### src/sv/module_fault_enable_supervisor_macros.svh
// assertion macros for the module fault enable supervisor
`ifndef MODULE_FAULT_ENABLE_SUPERVISOR_MACROS_SVH
`define MODULE_FAULT_ENABLE_SUPERVISOR_MACROS_SVH

`ifndef NO_ASSERTIONS

`define MFES_ASSERT_IMP(lbl, ante, cons) \
  lbl: assert property (@(posedge clk_i) disable iff (!rst_ni) (ante) |-> (cons)) \
    else $error("mfes assertion failed");

`define MFES_ASSERT_NXT(lbl, ante, cons) \
  lbl: assert property (@(posedge clk_i) disable iff (!rst_ni) (ante) |=> (cons)) \
    else $error("mfes assertion failed");

`else

`define MFES_ASSERT_IMP(lbl, ante, cons)

`define MFES_ASSERT_NXT(lbl, ante, cons)

`endif

`endif

### src/sv/mfes_pkg.sv
// shared types and constants for the module fault enable supervisor
package mfes_pkg;

  localparam int ModulesDef   = 25;
  localparam int FaultBitsDef = 3;

  localparam int MaskW    = 25;
  localparam int CodeW    = 3;
  localparam int IdW      = 5;
  localparam int OpW      = 3;
  localparam int CountW   = 5;
  localparam int CfgIdxW  = 1;
  localparam int CmpW     = 8;

  localparam logic [MaskW-1:0]  CritReset  = MaskW'(15);
  localparam logic [CodeW-1:0]  MdcReset   = CodeW'(1);
  localparam logic [CountW-1:0] CountSat   = {CountW{1'b1}};

  typedef enum logic [OpW-1:0] {
    OP_DISABLE   = 3'd0,
    OP_ENABLE    = 3'd1,
    OP_SET_FAULT = 3'd2,
    OP_CLR_FAULT = 3'd3,
    OP_RESTORE   = 3'd4,
    OP_QUERY     = 3'd5
  } op_e;

  typedef enum logic [CfgIdxW-1:0] {
    CFG_CRITICAL_MASK = 1'b0,
    CFG_MANUAL_CODE   = 1'b1
  } cfg_idx_e;

  typedef enum logic [1:0] {
    ST_IDLE   = 2'd0,
    ST_APPLY  = 2'd1,
    ST_SCAN   = 2'd2,
    ST_FINISH = 2'd3
  } state_e;

endpackage

### src/sv/mfes_fault_ram.sv
// fault code store with per-entry valid bits and registered read
module mfes_fault_ram
  import mfes_pkg::*;
#(
  parameter int DEPTH = ModulesDef,
  parameter int WIDTH = FaultBitsDef,
  localparam int AddrW = (DEPTH > 1) ? $clog2(DEPTH) : 1
) (
  input  logic             clk_i,
  input  logic             rst_ni,
  input  logic             we_i,
  input  logic [AddrW-1:0] waddr_i,
  input  logic [WIDTH-1:0] wdata_i,
  input  logic [AddrW-1:0] raddr_i,
  output logic [WIDTH-1:0] rdata_o
);

  logic [WIDTH-1:0] mem [DEPTH];
  logic [DEPTH-1:0] valid_q;
  logic [WIDTH-1:0] rdata_q;
  logic             rvld_q;

  always_ff @(posedge clk_i) begin
    if (we_i) begin
      mem[waddr_i] <= wdata_i;
    end
    rdata_q <= mem[raddr_i];
  end

  always_ff @(posedge clk_i or negedge rst_ni) begin
    if (!rst_ni) begin
      valid_q <= '0;
      rvld_q  <= 1'b0;
    end else begin
      if (we_i) begin
        valid_q[waddr_i] <= 1'b1;
      end
      rvld_q <= valid_q[raddr_i];
    end
  end

  // an entry never written reads as no fault
  assign rdata_o = rvld_q ? rdata_q : '0;

endmodule

### src/sv/module_fault_enable_supervisor.sv
// top level: a beat is taken in idle, applied, swept over the fault store, then registered
// no new beat is taken before the last result is loaded; the sweep reads each entry once
// each beat runs accept, apply, sweep and finish states; finish holds while the output stalls
// a finished result waits in the output register while the next beat is taken
// reset: enables all on, fault codes read zero through valid bits, no clearing pass
module module_fault_enable_supervisor
  import mfes_pkg::*;
#(
  parameter int MODULES    = ModulesDef,
  parameter int FAULT_BITS = FaultBitsDef
) (
  input  logic               clk_i,
  input  logic               rst_ni,
  input  logic               cfg_we_i,
  input  logic [CfgIdxW-1:0] cfg_idx_i,
  input  logic [MaskW-1:0]   cfg_wdata_i,
  input  logic               in_valid_i,
  output logic               in_stall_o,
  input  logic [OpW-1:0]     operation_i,
  input  logic [IdW-1:0]     module_id_i,
  input  logic [CodeW-1:0]   fault_code_i,
  output logic               out_valid_o,
  input  logic               out_stall_i,
  output logic               accepted_o,
  output logic               is_critical_o,
  output logic               effective_enable_o,
  output logic [CodeW-1:0]   module_fault_o,
  output logic               should_block_o,
  output logic               critical_fault_present_o,
  output logic [CountW-1:0]  active_noncritical_faults_o,
  output logic [MaskW-1:0]   enabled_mask_o,
  output logic [MaskW-1:0]   fault_mask_o,
  output logic [MaskW-1:0]   disabled_mask_o
);

  `include "module_fault_enable_supervisor_macros.svh"

  localparam int IdxW = (MODULES > 1) ? $clog2(MODULES) : 1;
  localparam int CntW = $clog2(MODULES + 1);

  state_e state_q, state_d;

  logic [MaskW-1:0]      crit_q;
  logic [CodeW-1:0]      mdc_q;
  logic [MODULES-1:0]    en_q, en_d;
  logic [MODULES-1:0]    crit_vec;

  op_e                   op_q;
  logic [IdW-1:0]        id_q;
  logic [FAULT_BITS-1:0] code_q;
  logic                  acc_q, acc_d;

  logic [CntW-1:0]       cnt_q;
  logic                  rd_pend_q;
  logic [IdxW-1:0]       rd_idx_q;

  logic [MODULES-1:0]    en_acc_q, f_acc_q, d_acc_q;
  logic                  cf_acc_q;
  logic [CountW-1:0]     cnt_acc_q;
  logic [FAULT_BITS-1:0] fc_cap_q;

  logic                  out_valid_q;
  logic                  acc_out_q, crit_out_q, een_out_q, blk_out_q, cf_out_q;
  logic [CodeW-1:0]      fc_out_q;
  logic [CountW-1:0]     cnt_out_q;
  logic [MaskW-1:0]      en_m_q, f_m_q, d_m_q;

  logic                  in_acc, out_acc, load_out;
  logic                  id_valid;
  logic [IdxW-1:0]       id_idx;
  logic                  issue;
  logic [IdxW-1:0]       raddr;
  logic                  we;
  logic [IdxW-1:0]       waddr;
  logic [FAULT_BITS-1:0] wdata;
  logic [FAULT_BITS-1:0] rdata;
  logic                  restore_hit;
  logic [FAULT_BITS-1:0] eff_code;
  logic                  sc_crit, sc_en, sc_flt;

  genvar g;
  for (g = 0; g < MODULES; g++) begin : g_crit
    if (g < MaskW) begin : g_in
      assign crit_vec[g] = crit_q[g];
    end else begin : g_out
      assign crit_vec[g] = 1'b0;
    end
  end

  assign in_acc   = in_valid_i && !in_stall_o;
  assign out_acc  = out_valid_q && !out_stall_i;
  assign id_valid = {1'b0, id_q} < (IdW + 1)'(MODULES);
  assign id_idx   = id_q[IdxW-1:0];

  // next state
  always_comb begin
    state_d = state_q;
    unique case (state_q)
      ST_IDLE:   if (in_valid_i) state_d = ST_APPLY;
      ST_APPLY:  state_d = ST_SCAN;
      ST_SCAN:   if (cnt_q == CntW'(MODULES)) state_d = ST_FINISH;
      ST_FINISH: if (!out_valid_q || !out_stall_i) state_d = ST_IDLE;
      default:   state_d = ST_IDLE;
    endcase
  end

  // control outputs
  always_comb begin
    in_stall_o = 1'b1;
    issue      = 1'b0;
    load_out   = 1'b0;
    unique case (state_q)
      ST_IDLE:   in_stall_o = 1'b0;
      ST_APPLY:  ;
      ST_SCAN:   issue = cnt_q < CntW'(MODULES);
      ST_FINISH: load_out = !out_valid_q || !out_stall_i;
      default:   ;
    endcase
  end

  // apply step: enable bits and accepted flag
  always_comb begin
    en_d  = en_q;
    acc_d = 1'b0;
    unique case (op_q)
      OP_DISABLE: begin
        if (id_valid && !crit_vec[id_idx]) begin
          en_d[id_idx] = 1'b0;
          acc_d        = 1'b1;
        end
      end
      OP_ENABLE: begin
        if (id_valid) begin
          en_d[id_idx] = 1'b1;
          acc_d        = 1'b1;
        end
      end
      OP_SET_FAULT, OP_CLR_FAULT, OP_QUERY: acc_d = id_valid;
      OP_RESTORE: begin
        en_d  = '1;
        acc_d = 1'b1;
      end
      default: acc_d = 1'b0;
    endcase
  end

  // per-module evaluation on the returning read beat
  assign restore_hit = (op_q == OP_RESTORE) && (CmpW'(rdata) == CmpW'(mdc_q));
  assign eff_code    = restore_hit ? '0 : rdata;
  assign sc_crit     = crit_vec[rd_idx_q];
  assign sc_en       = en_q[rd_idx_q];
  assign sc_flt      = eff_code != '0;

  // fault store port muxing
  always_comb begin
    we    = 1'b0;
    waddr = rd_idx_q;
    wdata = '0;
    if (state_q == ST_APPLY) begin
      waddr = id_idx;
      wdata = (op_q == OP_SET_FAULT) ? code_q : '0;
      we    = id_valid && ((op_q == OP_SET_FAULT) || (op_q == OP_CLR_FAULT));
    end else if (rd_pend_q) begin
      we = restore_hit;
    end
  end

  assign raddr = issue ? cnt_q[IdxW-1:0] : '0;

  mfes_fault_ram #(
    .DEPTH(MODULES),
    .WIDTH(FAULT_BITS)
  ) u_fault_ram (
    .clk_i  (clk_i),
    .rst_ni (rst_ni),
    .we_i   (we),
    .waddr_i(waddr),
    .wdata_i(wdata),
    .raddr_i(raddr),
    .rdata_o(rdata)
  );

  always_ff @(posedge clk_i or negedge rst_ni) begin
    if (!rst_ni) begin
      state_q     <= ST_IDLE;
      crit_q      <= CritReset;
      mdc_q       <= MdcReset;
      en_q        <= '1;
      cnt_q       <= '0;
      rd_pend_q   <= 1'b0;
      out_valid_q <= 1'b0;
    end else begin
      state_q   <= state_d;
      rd_pend_q <= issue;
      if (cfg_we_i) begin
        unique case (cfg_idx_e'(cfg_idx_i))
          CFG_CRITICAL_MASK: crit_q <= cfg_wdata_i;
          CFG_MANUAL_CODE:   mdc_q  <= cfg_wdata_i[CodeW-1:0];
          default:           ;
        endcase
      end
      if (state_q == ST_APPLY) begin
        en_q  <= en_d;
        cnt_q <= '0;
      end else if (issue) begin
        cnt_q <= cnt_q + CntW'(1);
      end
      if (load_out) begin
        out_valid_q <= 1'b1;
      end else if (out_acc) begin
        out_valid_q <= 1'b0;
      end
    end
  end

  always_ff @(posedge clk_i) begin
    if (in_acc) begin
      op_q   <= op_e'(operation_i);
      id_q   <= module_id_i;
      code_q <= FAULT_BITS'(fault_code_i);
    end
    if (issue) begin
      rd_idx_q <= cnt_q[IdxW-1:0];
    end
    if (state_q == ST_APPLY) begin
      acc_q     <= acc_d;
      en_acc_q  <= '0;
      f_acc_q   <= '0;
      d_acc_q   <= '0;
      cf_acc_q  <= 1'b0;
      cnt_acc_q <= '0;
      fc_cap_q  <= '0;
    end else if (rd_pend_q) begin
      en_acc_q[rd_idx_q] <= sc_crit || sc_en;
      f_acc_q[rd_idx_q]  <= sc_flt;
      d_acc_q[rd_idx_q]  <= !sc_crit && !sc_en;
      if (sc_crit && sc_flt) begin
        cf_acc_q <= 1'b1;
      end
      if (!sc_crit && sc_flt && sc_en && (cnt_acc_q != CountSat)) begin
        cnt_acc_q <= cnt_acc_q + CountW'(1);
      end
      if (rd_idx_q == id_idx) begin
        fc_cap_q <= eff_code;
      end
    end
    if (load_out) begin
      acc_out_q <= acc_q;
      cf_out_q  <= cf_acc_q;
      cnt_out_q <= cnt_acc_q;
      en_m_q    <= MaskW'(en_acc_q);
      f_m_q     <= MaskW'(f_acc_q);
      d_m_q     <= MaskW'(d_acc_q);
      if (id_valid) begin
        crit_out_q <= crit_vec[id_idx];
        een_out_q  <= crit_vec[id_idx] || en_q[id_idx];
        fc_out_q   <= CodeW'(fc_cap_q);
        blk_out_q  <= (fc_cap_q != '0) && (crit_vec[id_idx] || en_q[id_idx]);
      end else begin
        crit_out_q <= 1'b1;
        een_out_q  <= 1'b0;
        fc_out_q   <= '0;
        blk_out_q  <= 1'b0;
      end
    end
  end

  assign out_valid_o                 = out_valid_q;
  assign accepted_o                  = acc_out_q;
  assign is_critical_o               = crit_out_q;
  assign effective_enable_o          = een_out_q;
  assign module_fault_o              = fc_out_q;
  assign should_block_o              = blk_out_q;
  assign critical_fault_present_o    = cf_out_q;
  assign active_noncritical_faults_o = cnt_out_q;
  assign enabled_mask_o              = en_m_q;
  assign fault_mask_o                = f_m_q;
  assign disabled_mask_o             = d_m_q;

  `MFES_ASSERT_NXT(a_accept_to_apply, in_acc, state_q == ST_APPLY)
  `MFES_ASSERT_NXT(a_scan_ends, (state_q == ST_SCAN) && (cnt_q == CntW'(MODULES)),
                   state_q == ST_FINISH)
  `MFES_ASSERT_IMP(a_read_in_scan, rd_pend_q, $past(state_q) == ST_SCAN)
  `MFES_ASSERT_IMP(a_masks_disjoint, out_valid_o, (enabled_mask_o & disabled_mask_o) == '0)

endmodule
### config.mk
export PLATFORM = sky130hd
export DESIGN_NAME = module_fault_enable_supervisor
export DESIGN_NICKNAME = d
export VERILOG_FILES = /design/src/sv/mfes_pkg.sv /design/src/sv/mfes_fault_ram.sv /design/src/sv/module_fault_enable_supervisor.sv
export VERILOG_INCLUDE_DIRS = /design/src /design/src/sv
export SDC_FILE = /design/constraint.sdc
export NUM_CORES = 1
export LEC_CHECK = 0
export BUFFER_PORTS_ARGS = -buffer_cell sky130_fd_sc_hd__buf_2
export CAP_MARGIN = 20
export CORE_UTILIZATION = 43
export DETAILED_ROUTE_END_ITERATION = 8
export SLEW_MARGIN = 30
export SYNTH_ARGS = -nofsm -noshare
export SYNTH_HDL_FRONTEND = slang
export SYNTH_SLANG_ARGS = --single-unit
### constraint.sdc
create_clock -name clk_i -period 7.45 [get_ports clk_i]
set_clock_uncertainty 0.1 [all_clocks]
set_input_delay 1.49 -clock clk_i [delete_from_list [all_inputs] [get_ports clk_i]]
set_output_delay 1.49 -clock clk_i [all_outputs]
set_load 0.03 [all_outputs]
==> out/metrics.cfg, run 1 <==
[yosys]
synth-seq-area-share_pct=62.9
synth-seq-cells=355
synth_area_per_cell_um2=12.3
synth_area_mm2=0.0149
ys_types=73
yosys.area_share.xor_xnor_pct=0.528
synth_warnings=0
synth.largest_area_cell=edfxtp_1
synthTopCellsByArea=edfxtp_1, dfxtp_1, dfrtp_1
synthMuxAreaShare_pct=9.16
synthFlopType=edfxtp_1
synth_simple_gate_area_share_pct=13.5
synth_edf_count=180
syn_inst=1209
synth_fa_ha_area_share_pct=0.754
synth_compound_area_share_pct=10.8
synthArstFlopShare_pct=24.8
synth_top_area_share_pct=36.2
synth_top_family_by_area=simple AND/OR/NAND/NOR gates
synthesis.nets=1260

[global_route]
grt-ovfl-total=0
grt_use_total_pct=20.8
grt_max_degree=85
grt_pass1_vias=9778
grt_pass1_wl_um=57400
antenna_found_initial=0

[routing]
ant_nets=0
drc=0
vias=10200
drt-vias-per-instance=5.63
drt_wl_total_um=36700
wl_per_cell_um=20.3
first_pass_iters=6
drt_iter0_drc=1053

[floorplan]
die_h_um=188
dieArea_mm2=0.0355
initial_core_util_pct=44.1
ios=132
core_area_mm2=0.0339
row_count=67
die_w_um=188

[critical_path]
cp_data_required_time_ns=7.74
cp-end-kind=register
worstPathMaxFanout=20
arrival_ns=3.51
crit_path_start_kind=register
critPathKind=reg2reg

[placement]
dp_slack_ns=4.26
gp_congestion=0.856
hpwl_um=24800
port_buffers=131

[sta]
fin_ws_ns=4.23
finalHoldViolations=0
max_freq_ghz=0.310
tns_ns=0
period_minus_slack_ns=3.22
rsz0062_at_grt=false
setup_violations=0
maxSlewViolCount=0
holdWs_ns=0.323
period_share_pct=43.2
relSlewSlack_pct=35.8
max_slew.worst_pin.slew_ns=0.963

[clocking]
cts_tree=done
post_cts_resized=0
cts.sinks=355
clock_latency_ns=0.53
cts_hold_buf=0
clockRootBuffer=clkbuf_16
ctsLongestPathBuffers=3
clk_pin_slew_worst_paths_ns=0.06
numCtsBuffers=38
cts_setup_buffers=0
htreeDepth=2

[power]
power_density_mw_per_mm2=379
vdd_drop_max_uv=227
power_leakage_nw=6.45

[run]
cap_viol_max_count=0

[cells_and_area]
fin_nets=1379
drive_above_1_share_pct=23.8
regArea_mm2=0.00939
multi_input_area_mm2=0.00523
antennaDiodeCount=0
syn2layout_area_growth_pct=16.3
fillers=2984

[hold_path]
hp-class=reg2reg

[outcome]
status=finished, final reports clean

## worst paths after layout
path | start | to | slack, ns | cells past startpoint
max | state_q[0] | u_fault_ram.rdata_q[0] | 4.23 | 9
min reg2reg | f_acc_q[17] | fault_mask_o[17] | 0.32 | 0
max in group asynchronous | rst_ni | crit_q[9] | 5.55 | 2
min | f_acc_q[17] | fault_mask_o[17] | 0.32 | 0
min in group asynchronous | rst_ni | u_fault_ram.valid_q[7] | 0.75 | 1
max reg2reg | state_q[0] | u_fault_ram.rdata_q[0] | 4.23 | 9
## cells by family (layout without fill, tap and decap cells)
logic type	count (synthesis)	after routing
mux	111	111
compound gates	226	226
buf+inv	85	234
fa+ha+maj	9	9
xor+xnor	9	9
flops	355	355
simple gates	414	414
## cell usage after synthesis (19+ instances only)
master	instances
a211oi_1	37
a21oi_1	30
clkbuf_1	50
dfrtp_1	58
dfstp_2	30
dfxtp_1	87
edfxtp_1	180
mux2_2	39
mux2i_1	56
nand2_1	122
nand2b_1	21
nand3_1	22
nand3b_1	28
nor2_1	115
nor2b_1	20
o211ai_1	19
o21ai_0	26
o31ai_1	39
or2_2	21
## sequential cells by signal, indices dropped and copies added, names as in the netlist, 25 cells and up
name,flops
en_q,25
f_acc_q,25
enabled_mask_o,25
u_fault_ram.valid_q,25
d_acc_q,25
u_fault_ram.mem,75
en_acc_q,25
disabled_mask_o,25
crit_q,25
fault_mask_o,25
## power by group
part | switching (mW) | internal, mW | leakage (nW) | total (mW)
Combinational | 1.24 | 0.585 | 2.38 | 1.82
Clock | 0.773 | 1.22 | 0.639 | 1.99
Sequential | 0.262 | 2.50 | 3.43 | 2.76
## critical path, stage by stage, from the launching register on
cell and delay [ns]:
dfrtp_1 0.43, inv_1 0.14, ha_1 0.36, a21boi_1 0.20, buf_4 0.25, nand2_1 0.41, nand2_1 0.48, o22ai_1 0.23
o32ai_1 0.34, o21ai_0 0.14
## placed cells by master (no fill, tap or decap), types with 21 or more instances in the layout
cell / instances
or2_2: 21
nand2_1: 122
mux2i_1: 56
buf_2: 132
nand3b_1: 28
a211oi_1: 37
dfxtp_1: 87
nand2b_1: 21
nand3_1: 22
dfstp_2: 30
nor2_1: 114
o21ai_0: 26
edfxtp_1: 180
mux2_2: 39
a21oi_1: 30
dfrtp_1: 58
o31ai_1: 39
clkbuf_16: 39
## layer usage
layer | up-vias | global-route usage (%) | wire, um
met5 | - | 0 | 0
met4 | 0 | 5.52 | 744
met3 | 54 | 3.46 | 2580
met2 | 388 | 30.3 | 15800
met1 | 5001 | 32.1 | 17600
li1 | 4725 | - | -
## metrics by stage
stage               utilization (%)  power (mW)  cells  cell area (um2)
detailed placement             47.3        4.62   1736            16000
CTS                            51.2        6.61   1806            17400
floorplan                         -        4.04   1209            14900
global route                   51.3        6.88   1806            17400
global placement               47.3        4.59   1733            16000
finish                         51.3        6.57   1806            17400
## layout make-up
class	instances	share of cell area, %
Sequential cell	355	54.1
Multi-Input combinational cell	769	30.1
Clock buffer	54	6.18
Timing Repair Buffer	150	4.63
Tap cell	448	3.23
Clock inverter	16	1.47
Inverter	14	0.303
Power figures use the tool's default switching activity.
==> run 2: changes to the inputs <==
==> constraint.sdc (replaced) <==
create_clock -name clk_i -period 3 [get_ports clk_i]
set_clock_uncertainty 0.1 [all_clocks]
set_input_delay 0.6 -clock clk_i [delete_from_list [all_inputs] [get_ports clk_i]]
set_output_delay 0.6 -clock clk_i [all_outputs]
set_load 0.03 [all_outputs]
==> out/metrics.cfg, run 2 (same netlist as run 1, synthesis figures left out) <==
[outcome]
status=finished, violations left
violations=hold timing

[critical_path]
worstSetupEndpoint=u_fault_ram.mem[6][0]
cp-end-kind=register
arrival_ns=2.97  ; -0.54 ns
r2r_start=op_q[0]
crit_path_start_kind=register
worstPathMaxFanout=7  ; -65%
critPathKind=reg2reg
r2r-end=u_fault_ram.mem[6][0]
cp-startpoint=op_q[0]
reg2reg_depth=7  ; -2
r2r_slack_ns=0.17  ; -4.06 ns
cp_data_required_time_ns=3.14  ; -4.60 ns

[power]
power_density_mw_per_mm2=916  ; +140%
power.switching_mw=5.73  ; +150%
vdd_drop_max_uv=598  ; +160%
sw_frac_of_total_pct=35.2  ; +0.65 points
power.internal_mw=10.6  ; +150%
pwr-share-seq_pct=41.8  ; -0.2 points
comb_power_share_pct=30.2  ; +2.5 points
finalPower_mw=16.3  ; +150%
p_clk_share_pct=28.0  ; -2.3 points
power_leakage_nw=6.72  ; +4.2%

[sta]
maxSlewViolCount=0  ; unchanged
tns_ns=0  ; unchanged
finalHoldViolations=14  ; +14
relSlewSlack_pct=41.2  ; +5.4 points
holdWs_ns=-0.0592  ; -0.383 ns
max_slew.worst_pin.slew_ns=0.882  ; -0.0810 ns
setup_violations=0  ; unchanged
period_minus_slack_ns=2.83  ; -0.388 ns
max_freq_ghz=0.353  ; +14%
rsz0062_at_grt=false
period_share_pct=94.4  ; +51 points
fin_ws_ns=0.167  ; -4.06 ns

[clocking]
numCtsBuffers=38  ; unchanged
cts_tree=done
ctsLongestPathBuffers=3  ; unchanged
clockRootBuffer=clkbuf_16
cts_setup_buffers=0  ; unchanged
clk_pin_slew_worst_paths_ns=0.06  ; about the same
clock_latency_ns=0.53  ; about the same
htreeDepth=2  ; unchanged
cts.sinks=355  ; unchanged

[global_route]
top_usage_layer=met1
grt_max_degree=90  ; +5.9%
gr-usage-met2_pct=31.7  ; +1.3 points
antenna_found_initial=0  ; unchanged
grt_util_met3_pct=3.28  ; -0.19 points
grt-ovfl-total=0  ; unchanged
grtUsageMet1_pct=32.0  ; -0.068 points
grt_use_total_pct=21.1  ; +0.23 points
grt_pass1_wl_um=57900  ; +0.83%
grt_pass1_vias=9849  ; +0.73%

[routing]
vias=10300  ; +1.7%
drt_iter0_drc=990  ; -6.0%
drt-vias-per-instance=5.55  ; -1.4%
wl_per_cell_um=19.9  ; -2.3%
drc=0  ; unchanged
drt_wl_total_um=37000  ; +0.73%
ant_nets=0  ; unchanged
first_pass_iters=5  ; -1

[cells_and_area]
antennaDiodeCount=0  ; unchanged
fin_nets=1435  ; +4.1%
fin_util_pct=52.5  ; +1.2 points
final_cell_mix=edfxtp_1, buf_2, nand2_1
largest_register=u_fault_ram.mem
final_cells=1862  ; +3.1%
drive_above_1_share_pct=26.9  ; +3.2 points
largest_reg_flops=75  ; unchanged
fillers=2977  ; -0.23%
final_common_cell=edfxtp_1
syn2layout_area_growth_pct=19.0

[placement]
dp_slack_ns=0.0176  ; -4.25 ns
gp_congestion=0.910  ; +6.4%
hpwl_um=25900  ; +4.3%
dp.cells=1792  ; +3.2%
port_buffers=131  ; unchanged

[run]
cap_viol_max_count=0  ; unchanged

[floorplan]
initial_core_util_pct=44.1  ; unchanged
core_area_mm2=0.0339  ; unchanged
die_h_um=188  ; unchanged
ios=132  ; unchanged
die_w_um=188  ; unchanged
row_count=67  ; unchanged
dieArea_mm2=0.0355  ; unchanged

[hold_path]
hp-class=in2async

-- run 2: cell type report --
cell class	count	area (um2)	share of cell area, %
clock buffer	45	987	5.56
clock inverter	25	225	1.27
inverter	14	52.6	0.296
multi-input combinational	769	5250	29.5
sequential	355	9390	52.8
tap	448	561	3.15
timing repair buffer	206	1310	7.39
-- run 2: worst min-delay path by stage --
| stage | endpoint | cells after the start |
|---|---|---|
| final | u_fault_ram.valid_q[13] | 1 |
| after global routing | u_fault_ram.valid_q[23] | 1 |
| after CTS | id_idx[3] | 1 |
| after detailed placement | accepted_o | 0 |
| after global placement | accepted_o | 0 |
| after floorplan | cnt_q[0] | 0 |
-- run 2: per-stage QoR --
step | area (um2) | hold slack [ns]
after floorplan | 14900 | 0.204
after global routing | 17800 | 0.0414
final | 17800 | -0.0592
after CTS | 17800 | 0.129
after global placement | 16500 | 0.303
after detailed placement | 16500 | 0.312
-- run 2: power by group through the flow --
stage	logic (mW)	clock network [mW]	registers [mW]
2_1_floorplan	2.79	0	7.21
3_3_place_gp	4.82	0	6.90
3_5_place_dp	4.88	0	6.90
4_1_cts	4.90	4.65	6.81
5_1_grt	5.31	4.85	6.90
6_report	4.91	4.56	6.81
-- run 2: layer usage --
layer / wire, um / part of all wire [%]
met3: 2660 / 7.2
met2: 16300 / 44
met1: 17400 / 47
met4: 625 / 1.7
met5: 0 / 0
-- run 2: repair_timing --
item                       in CTS  in global routing
hold buffers                    0                  0
gates resized for setup         0                  3
setup endpoints to repair       0                 32
-- run 2: critical path: stages (launching register included) --
cell and delay (ns):
edfxtp_1 0.40, nand2b_1 0.22, or4_1 0.60, nor4_4 0.43, a22oi_1 0.18, buf_4 0.22
nor2_1 0.23, buf_4 0.16
==> run 3: changes to the inputs <==
--- a/config.mk
+++ b/config.mk
@@ -10,6 +10,8 @@
 export CAP_MARGIN = 20
 export CORE_UTILIZATION = 43
 export DETAILED_ROUTE_END_ITERATION = 8
+export HOLD_SLACK_MARGIN = 0.06
+export SETUP_SLACK_MARGIN = 0.2
 export SLEW_MARGIN = 30
 export SYNTH_ARGS = -nofsm -noshare
 export SYNTH_HDL_FRONTEND = slang
==> out/metrics.cfg, run 3 (same netlist as run 1, synthesis figures left out) <==
[power]
vdd_drop_max_uv=611  ; +2.2%
power_density_mw_per_mm2=915  ; about the same
power_leakage_nw=6.74  ; +0.39%

[sta]
setup_violations=0  ; unchanged
tns_ns=0  ; unchanged
max_freq_ghz=0.364  ; +3.1%
maxSlewViolCount=0  ; unchanged
period_minus_slack_ns=2.75  ; -0.0841 ns
period_share_pct=91.6  ; -2.8 points
rsz0062_at_grt=true
max_slew.worst_pin.slew_ns=0.868  ; -0.0139 ns
relSlewSlack_pct=42.1  ; +0.92 points
finalHoldViolations=0  ; -14
holdWs_ns=0.147  ; +0.207 ns

[routing]
vias=10400  ; +0.14%
first_pass_iters=5  ; unchanged
drc=0  ; unchanged
drt_wl_total_um=37000  ; +0.10%
ant_nets=0  ; unchanged
drt_iter0_drc=871  ; -12%
drt-vias-per-instance=5.55  ; about the same
wl_per_cell_um=19.9  ; about the same

[clocking]
cts_tree=done
clk_pin_slew_worst_paths_ns=0.06  ; about the same
ctsLongestPathBuffers=3  ; unchanged
cts.sinks=355  ; unchanged
htreeDepth=2  ; unchanged
numCtsBuffers=38  ; unchanged
clock_latency_ns=0.54  ; about the same
clockRootBuffer=clkbuf_16

[global_route]
grt-ovfl-total=0  ; unchanged
grt_pass1_vias=9858  ; +0.091%
grt_max_degree=90  ; unchanged
grt_pass1_wl_um=58000  ; +0.19%
grt_use_total_pct=21.1  ; +0.049 points
antenna_found_initial=0  ; unchanged

[hold_path]
min-delay-start=module_id_i[3]
hp-class=in2reg

[cells_and_area]
largest_register=u_fault_ram.mem
largest_reg_flops=75  ; unchanged
syn2layout_area_growth_pct=19.5
antennaDiodeCount=0  ; unchanged
drive_above_1_share_pct=27.7  ; +0.72 points
fin_nets=1438  ; +0.21%
final_common_cell=edfxtp_1
final_cell_mix=edfxtp_1, buf_2, nand2_1

[floorplan]
die_h_um=188  ; unchanged
ios=132  ; unchanged
initial_core_util_pct=44.1  ; unchanged
die_w_um=188  ; unchanged
row_count=67  ; unchanged
core_area_mm2=0.0339  ; unchanged
dieArea_mm2=0.0355  ; unchanged

[placement]
hpwl_um=25900  ; unchanged
port_buffers=131  ; unchanged
gp_congestion=0.910  ; unchanged

[run]
cap_viol_max_count=0  ; unchanged

[critical_path]
worstPathMaxFanout=4  ; -3
cp-startpoint=state_q[0]
cp_data_required_time_ns=3.32  ; +0.18 ns
crit_path_start_kind=register
critPathKind=reg2reg
r2r_start=state_q[0]
cp-end-kind=register
arrival_ns=3.06  ; +0.09 ns

[outcome]
status=finished, final reports clean

-- run 3: cell count changes in the layout (fill, tap and decap cells not counted), moves of 2 or more --
cell	delta
nor2_2	+2
nor2_1	-2
nand2_1	-2
nand2_2	+2
-- run 3: through the flow --
stage          area [um2]  std cells  utilization [%]  setup slack (ns)  total power, mW
2_1_floorplan       14900       1209                -             0.358             10.0
3_3_place_gp        16500       1791             48.8            0.0757             11.7
3_5_place_dp        16500       1792             48.8            0.0176             11.8
4_1_cts             17800       1862             52.5             0.215             16.4
5_1_grt             17800       1865             52.7            0.0769             17.1
6_report            17800       1865             52.7             0.251             16.3
-- run 3: layout make-up --
type / count / area [um2]
tap: 448 / 561
inverter: 14 / 52.6
sequential: 355 / 9390
multi-input combinational: 769 / 5280
clock inverter: 25 / 225
clock buffer: 45 / 987
fill: 2971 / 16000
timing repair buffer: 209 / 1350
-- run 3: final timing paths --
path                       slack [ns]  cells after the start                       to
max                              0.25                     10       u_fault_ram.rvld_q
max reg2reg                      0.25                     10       u_fault_ram.rvld_q
min                              0.15                      1                id_idx[3]
min in group asynchronous        0.51                      2  u_fault_ram.valid_q[13]
min reg2reg                      0.32                      0               accepted_o
max in group asynchronous        1.57                      3                  en_q[3]
-- run 3: what timing repair did --
item | in CTS | in global routing
buffers inserted | 0 | 2
endpoints found under the setup margin | 44 | 42
pin swaps | 1 | 2
hold endpoints to repair | 0 | 40
hold buffers | 0 | 1
resized for setup | 3 | 12
-- run 3: power by group --
group	switching (mW)	total, mW	internal [mW]
Combinational	3.21	4.96	1.75
Clock	1.93	4.56	2.63
Sequential	0.611	6.81	6.20
-- run 3: worst max-delay path: stages (launching register included) --
cell       delay (ns)
dfrtp_1          0.41
inv_1            0.11
ha_1             0.24
a21boi_1         0.15
nand2_1          0.21
mux2_2           0.38
a2111oi_0        0.45
buf_4            0.20
a21boi_0         0.18
a2111oi_1        0.08
buf_4            0.14
-- run 3: per-layer routing --
layer | routed length [um] | up-vias | global-route usage [%]
li1 | - | 4860 | -
met2 | 16300 | 407 | 31.8
met1 | 17400 | 5038 | 32.0
met4 | 687 | 0 | 4.96
met3 | 2620 | 46 | 3.28
met5 | 0 | - | 0
